## src/hdl/iida_pkg.sv

```systemverilog
package iida_pkg;

    localparam int DEPTH_DEF = 64;
    localparam int CNT_W     = 7;
    localparam int POS_W     = 6;
    localparam int DATA_W    = 32;

    localparam logic [2:0] MODE_APPEND = 3'd0;
    localparam logic [2:0] MODE_INSERT = 3'd1;
    localparam logic [2:0] MODE_DELETE = 3'd2;
    localparam logic [2:0] MODE_EDIT   = 3'd3;
    localparam logic [2:0] MODE_READ   = 3'd4;

    localparam logic [1:0] ST_DONE   = 2'd0;
    localparam logic [1:0] ST_FULL   = 2'd1;
    localparam logic [1:0] ST_EMPTY  = 2'd2;
    localparam logic [1:0] ST_BADIDX = 2'd3;

    localparam logic [CNT_W-1:0] CAP_RESET = 7'd64;

    typedef struct packed {
        logic [2:0]              mode;
        logic [POS_W-1:0]        position;
        logic signed [DATA_W-1:0] value;
    } t_in_req;

    typedef struct packed {
        logic [1:0]              status;
        logic signed [DATA_W-1:0] read_value;
        logic [CNT_W-1:0]        item_count;
    } t_out_rsp;

endpackage

```

## src/hdl/iida_cell.sv

```systemverilog
module iida_cell
    import iida_pkg::*;
#(
    parameter int INDEX = 0,
    parameter int XW    = 8
) (
    input  logic              i_clk,
    input  logic              i_wr,
    input  logic              i_shift_up,
    input  logic              i_shift_down,
    input  logic [XW-1:0]     i_wr_idx,
    input  logic [XW-1:0]     i_pos,
    input  logic [XW-1:0]     i_fill,
    input  logic [DATA_W-1:0] i_value,
    input  logic [DATA_W-1:0] i_left,
    input  logic [DATA_W-1:0] i_right,
    output logic [DATA_W-1:0] o_data
);

    localparam logic [XW-1:0] IDX    = XW'(INDEX);
    localparam logic [XW-1:0] IDX_P1 = XW'(INDEX + 1);

    logic [DATA_W-1:0] r_data;
    logic [DATA_W-1:0] n_data;

    // Insert opens a gap at the write index by taking from the lower neighbor;
    // delete closes the gap by taking from the upper neighbor.
    always_comb begin
        n_data = r_data;
        if (i_wr && IDX == i_wr_idx) begin
            n_data = i_value;
        end else if (i_shift_up && IDX > i_wr_idx && IDX <= i_fill) begin
            n_data = i_left;
        end else if (i_shift_down && IDX >= i_pos && IDX_P1 < i_fill) begin
            n_data = i_right;
        end
    end

    always_ff @(posedge i_clk) begin
        r_data <= n_data;
    end

    assign o_data = r_data;

endmodule

```

## config.mk

```make
export PLATFORM = sky130hd
export DESIGN_NAME = iida_cell
export DESIGN_NICKNAME = d
export VERILOG_FILES = /design/src/hdl/iida_pkg.sv /design/src/hdl/iida_cell.sv
export SDC_FILE = /design/constraint.sdc
export NUM_CORES = 1
export LEC_CHECK = 0
export ABC_AREA = 1
export ABC_CLOCK_PERIOD_IN_PS = 5400
export BUFFER_PORTS_ARGS = -buffer_cell sky130_fd_sc_hd__buf_4
export CAP_MARGIN = 20
export CELL_PAD_IN_SITES_DETAIL_PLACEMENT = 0
export CELL_PAD_IN_SITES_GLOBAL_PLACEMENT = 1
export CORE_MARGIN = 10
export CORE_UTILIZATION = 25
export CTS_CLUSTER_DIAMETER = 60
export DETAILED_ROUTE_END_ITERATION = 8
export PLACE_DENSITY_LB_ADDON = 0.1
export SYNTH_ARGS = -nofsm -noshare
export SYNTH_HDL_FRONTEND = slang
export SYNTH_SLANG_ARGS = --single-unit
```

## constraint.sdc

```tcl
create_clock -name i_clk -period 5.4 [get_ports i_clk]
set_input_delay 0.54 -clock i_clk [delete_from_list [all_inputs] [get_ports i_clk]]
set_output_delay 0.54 -clock i_clk [all_outputs]
set_load 0.05 [all_outputs]
```

==> flow_summary.html <==
<table>
<tr><th>Metric</th><th>Value</th></tr>
<tr><th colspan="2">GRT</th></tr>
<tr><td>First-pass GRT wire length</td><td>8.69 mm</td></tr>
<tr><td>Global routing usage summed across all routing layers</td><td>10.8%</td></tr>
<tr><td>Maximum number of pins on one net before global-route repair</td><td>34</td></tr>
<tr><td>Via count of the first global-routing pass</td><td>1679</td></tr>
<tr><td>Initial antenna violation count</td><td>0</td></tr>
<tr><td>GR Overflow Total</td><td>0</td></tr>
<tr><th colspan="2">Worst hold path</th></tr>
<tr><td>Worst min-delay path startpoint</td><td>i_right[29]</td></tr>
<tr><td>Kind of path behind the tightest hold check</td><td>input pin to register</td></tr>
<tr><th colspan="2">Final layout</th></tr>
<tr><td>Layout Cell Area excl Fill</td><td>about 0.0026 mm²</td></tr>
<tr><td>Commonest cells after routing, fill and taps aside</td><td>sky130_fd_sc_hd__buf_4 (122), sky130_fd_sc_hd__nand2_1 (70), sky130_fd_sc_hd__nand3_1 (34)</td></tr>
<tr><td>Layout area overhead</td><td>61.8%</td></tr>
<tr><td>Share of post-route cells with drive strength above 1</td><td>46.7%</td></tr>
<tr><td>Antenna Diode Count</td><td>0</td></tr>
<tr><td>Net count reported at finish</td><td>412</td></tr>
<tr><td>Flip-flop count of the largest register, all copies and words added</td><td>32</td></tr>
<tr><td>Most common library cell in the layout ignoring fill and taps</td><td>sky130_fd_sc_hd__buf_4</td></tr>
<tr><td>Filler Cells Inserted</td><td>681</td></tr>
<tr><th colspan="2">Drt</th></tr>
<tr><td>1st-iter DRT viols</td><td>42</td></tr>
<tr><td>Vias after detailed routing</td><td>approximately 1600</td></tr>
<tr><td>Number of routed nets with antenna violations</td><td>0</td></tr>
<tr><td>First-pass iteration count of the detailed router</td><td>6</td></tr>
<tr><td>Routed length per placed instance</td><td>15.9 µm</td></tr>
<tr><td>Overall routed net length</td><td>around 5.8 mm</td></tr>
<tr><td>Via density per instance</td><td>4.29</td></tr>
<tr><td>Remaining design rule violation count</td><td>0</td></tr>
<tr><th colspan="2">Floorplan</th></tr>
<tr><td>Boundary Pins</td><td>roughly 160</td></tr>
<tr><td>Core region area</td><td>between 0.006 and 0.007 mm²</td></tr>
<tr><td>Die Span Y</td><td>101 µm</td></tr>
<tr><td>Starting utilization of the core area</td><td>25.8%</td></tr>
<tr><td>Total die area</td><td>between 0.01 and 0.015 mm²</td></tr>
<tr><td>Rows</td><td>29</td></tr>
<tr><td>Die Wd</td><td>101 µm</td></tr>
<tr><th colspan="2">Clock network</th></tr>
<tr><td>Clock transition at the registers of the reported paths</td><td>0.07 ns</td></tr>
<tr><td>Clock tree from TritonCTS</td><td>yes</td></tr>
<tr><td>Total of cells resized after clock tree synthesis</td><td>0</td></tr>
<tr><td>Post-CTS Setup Bufs</td><td>0</td></tr>
<tr><td>Total of hold buffers inserted after clock tree synthesis</td><td>0</td></tr>
<tr><td>Number of H-tree levels</td><td>2</td></tr>
<tr><td>Total clock buffers created by CTS</td><td>5</td></tr>
<tr><td>Clock Path Buffers</td><td>2</td></tr>
<tr><td>Num Clock Sinks</td><td>32</td></tr>
<tr><td>Clock root buffer</td><td>sky130_fd_sc_hd__clkbuf_8</td></tr>
<tr><th colspan="2">Critical path</th></tr>
<tr><td>Worst endpoint required time</td><td>5.38 ns</td></tr>
<tr><td>Worst setup path class</td><td>input pin to register</td></tr>
<tr><td>Startpoint types</td><td>input pin</td></tr>
<tr><td>Nature of the critical path endpoint</td><td>register</td></tr>
<tr><td>Start point of the critical path</td><td>i_wr</td></tr>
<tr><td>Worst Path Max Fanout</td><td>33</td></tr>
<tr><td>Arrival time of data at the critical path endpoint</td><td>2.65 ns</td></tr>
<tr><th colspan="2">Placement</th></tr>
<tr><td>Placed cell area</td><td>between 0.002 and 0.003 mm²</td></tr>
<tr><td>DP Wirelength</td><td>4.36 mm</td></tr>
<tr><td>Final weighted congestion in routability-driven placement</td><td>roughly 0.71</td></tr>
<tr><td>Number of input and output port buffers inserted</td><td>121</td></tr>
<tr><th colspan="2">Yosys</th></tr>
<tr><td>Top cells by area, synth</td><td>sky130_fd_sc_hd__edfxtp_1 (59%), sky130_fd_sc_hd__nand2_1 (16%), sky130_fd_sc_hd__nand3_1 (10%)</td></tr>
<tr><td>Mean area per synthesized cell</td><td>9.68 µm²</td></tr>
<tr><td>Post-synth top area share</td><td>58.7%</td></tr>
<tr><td>Count of different cell masters after synthesis</td><td>12</td></tr>
<tr><td>Synthesized Nets</td><td>293</td></tr>
<tr><td>Number of warnings printed during yosys synthesis</td><td>0</td></tr>
<tr><td>Part of the Yosys area used for sequential elements</td><td>58.7%</td></tr>
<tr><td>Largest area contributor in the netlist</td><td>sky130_fd_sc_hd__edfxtp_1</td></tr>
<tr><td>#FFs+latches synth</td><td>32</td></tr>
<tr><td>Post-synthesis instance area</td><td>0.00164 mm²</td></tr>
<tr><td>Gate count of the mapped netlist</td><td>169</td></tr>
<tr><th colspan="2">STA</th></tr>
<tr><td>Setup TNS after final layout</td><td>0 ns</td></tr>
<tr><td>Setup violators final</td><td>0</td></tr>
<tr><td>Time the final worst path needs with I/O delays and setup</td><td>2.67 ns</td></tr>
<tr><td>Timing-limited maximum frequency</td><td>roughly 0.37 GHz</td></tr>
<tr><td>Transition time at the pin with the least slew margin</td><td>between 0.9 and 1 ns</td></tr>
<tr><td>Count of final hold-check violations</td><td>0</td></tr>
<tr><td>Period Utilization, post-route</td><td>between 40% and 50%</td></tr>
<tr><td>Relative max-transition margin</td><td>39.3%</td></tr>
<tr><td>Count of pins over their slew limit</td><td>0</td></tr>
<tr><td>Setup repair after global routing missed its margin</td><td>false</td></tr>
<tr><th colspan="2">Pwr</th></tr>
<tr><td>Power per cell area</td><td>217 mW/mm²</td></tr>
<tr><td>Max rail drop VDD</td><td>approximately 0.14 mV</td></tr>
<tr><td>Sequential share of power</td><td>a little under half</td></tr>
<tr><td>Switch Pwr</td><td>between 0.1 and 0.15 mW</td></tr>
<tr><td>Static Leakage</td><td>roughly 1.3 nW</td></tr>
<tr><td>Switching portion of total power</td><td>20.1%</td></tr>
<tr><td>Internal Dissipation</td><td>0.459 mW</td></tr>
<tr><td>Part of the total power dissipated in combinational logic</td><td>13.2%</td></tr>
<tr><td>Proportion of power drawn by the clock network</td><td>39.0%</td></tr>
<tr><th colspan="2">Run status</th></tr>
<tr><td>Status</td><td>complete, no violations</td></tr>
<tr><th colspan="2">Flow run</th></tr>
<tr><td>Number of maximum-capacitance violations</td><td>0</td></tr>
</table>
-- cells in the mapped netlist --
cell,count
sky130_fd_sc_hd__nand3_1,34
sky130_fd_sc_hd__nand2_1,70
sky130_fd_sc_hd__nand2_4,1
sky130_fd_sc_hd__nand3_4,1
sky130_fd_sc_hd__nor2_4,3
sky130_fd_sc_hd__edfxtp_1,32
sky130_fd_sc_hd__inv_1,5
sky130_fd_sc_hd__nor3_1,1
sky130_fd_sc_hd__nand2_2,1
sky130_fd_sc_hd__nor2_1,11
sky130_fd_sc_hd__buf_6,9
sky130_fd_sc_hd__buf_4,1
-- path summary, 6_finish.rpt --
path / end / depth (start not counted)
worst max-delay path: o_data[19] / 6
worst min-delay path: o_data[29] / 3
-- cells by family (layout without fill, tap and decap cells) --
family | Yosys count | after routing | synth area share (%)
flip-flops | 32 | 32 | 58.7
AND/OR/NAND/NOR | 122 | 122 | 33.5
buffers and inverters | 15 | 135 | 7.80
-- metal layers --
| metal | global-route usage [%] | vias up | share of wire (%) |
|---|---|---|---|
| met2 | 18.8 | 70 | 51 |
| met4 | 4.82 | 0 | 1.1 |
| li1 | - | 798 | - |
| met3 | 3.98 | 4 | 8.7 |
| met1 | 11.5 | 698 | 39 |
| met5 | 0 | - | 0 |
-- power by group through the flow --
stage          sequential, mW  clock [mW]  combinational, mW
6_report                0.274       0.224             0.0762
2_1_floorplan           0.283           0             0.0215
5_1_grt                 0.274       0.245             0.0840
4_1_cts                 0.274       0.233             0.0771
3_5_place_dp            0.280           0             0.0769
3_3_place_gp            0.280           0             0.0757
-- stage by stage --
stage / instances / hold WS (ns) / total power, mW / setup WS [ns] / util, %
after detailed placement: 358 / 0.808 / 0.357 / 2.32 / 40.0
after global routing: 366 / 0.516 / 0.603 / 2.53 / 41.7
after global placement: 358 / 0.804 / 0.356 / 2.30 / 40.0
after floorplan: 169 / 0.719 / 0.305 / 3.22 / -
final: 366 / 0.522 / 0.575 / 2.73 / 41.7
after CTS: 366 / 0.512 / 0.584 / 2.62 / 41.7
-- final cells by class --
type                    count  area, µm²  area share, %
well taps                  77       96.3           3.64
clock inverters             2       35.0           1.32
clock buffers               6       72.6           2.74
multi-input cells         122        548           20.7
inverters                   5       18.8          0.709
repair buffers            122        916           34.6
flip-flops and latches     32        961           36.3
-- worst max-delay path: stages --
cell,delay (ns)
sky130_fd_sc_hd__buf_4,0.35
sky130_fd_sc_hd__nand2_4,0.08
sky130_fd_sc_hd__nor2_4,0.13
sky130_fd_sc_hd__nand3_4,0.34
sky130_fd_sc_hd__nand2_1,0.84
sky130_fd_sc_hd__buf_4,0.36
No activity file was read; power rests on OpenSTA's default activity.
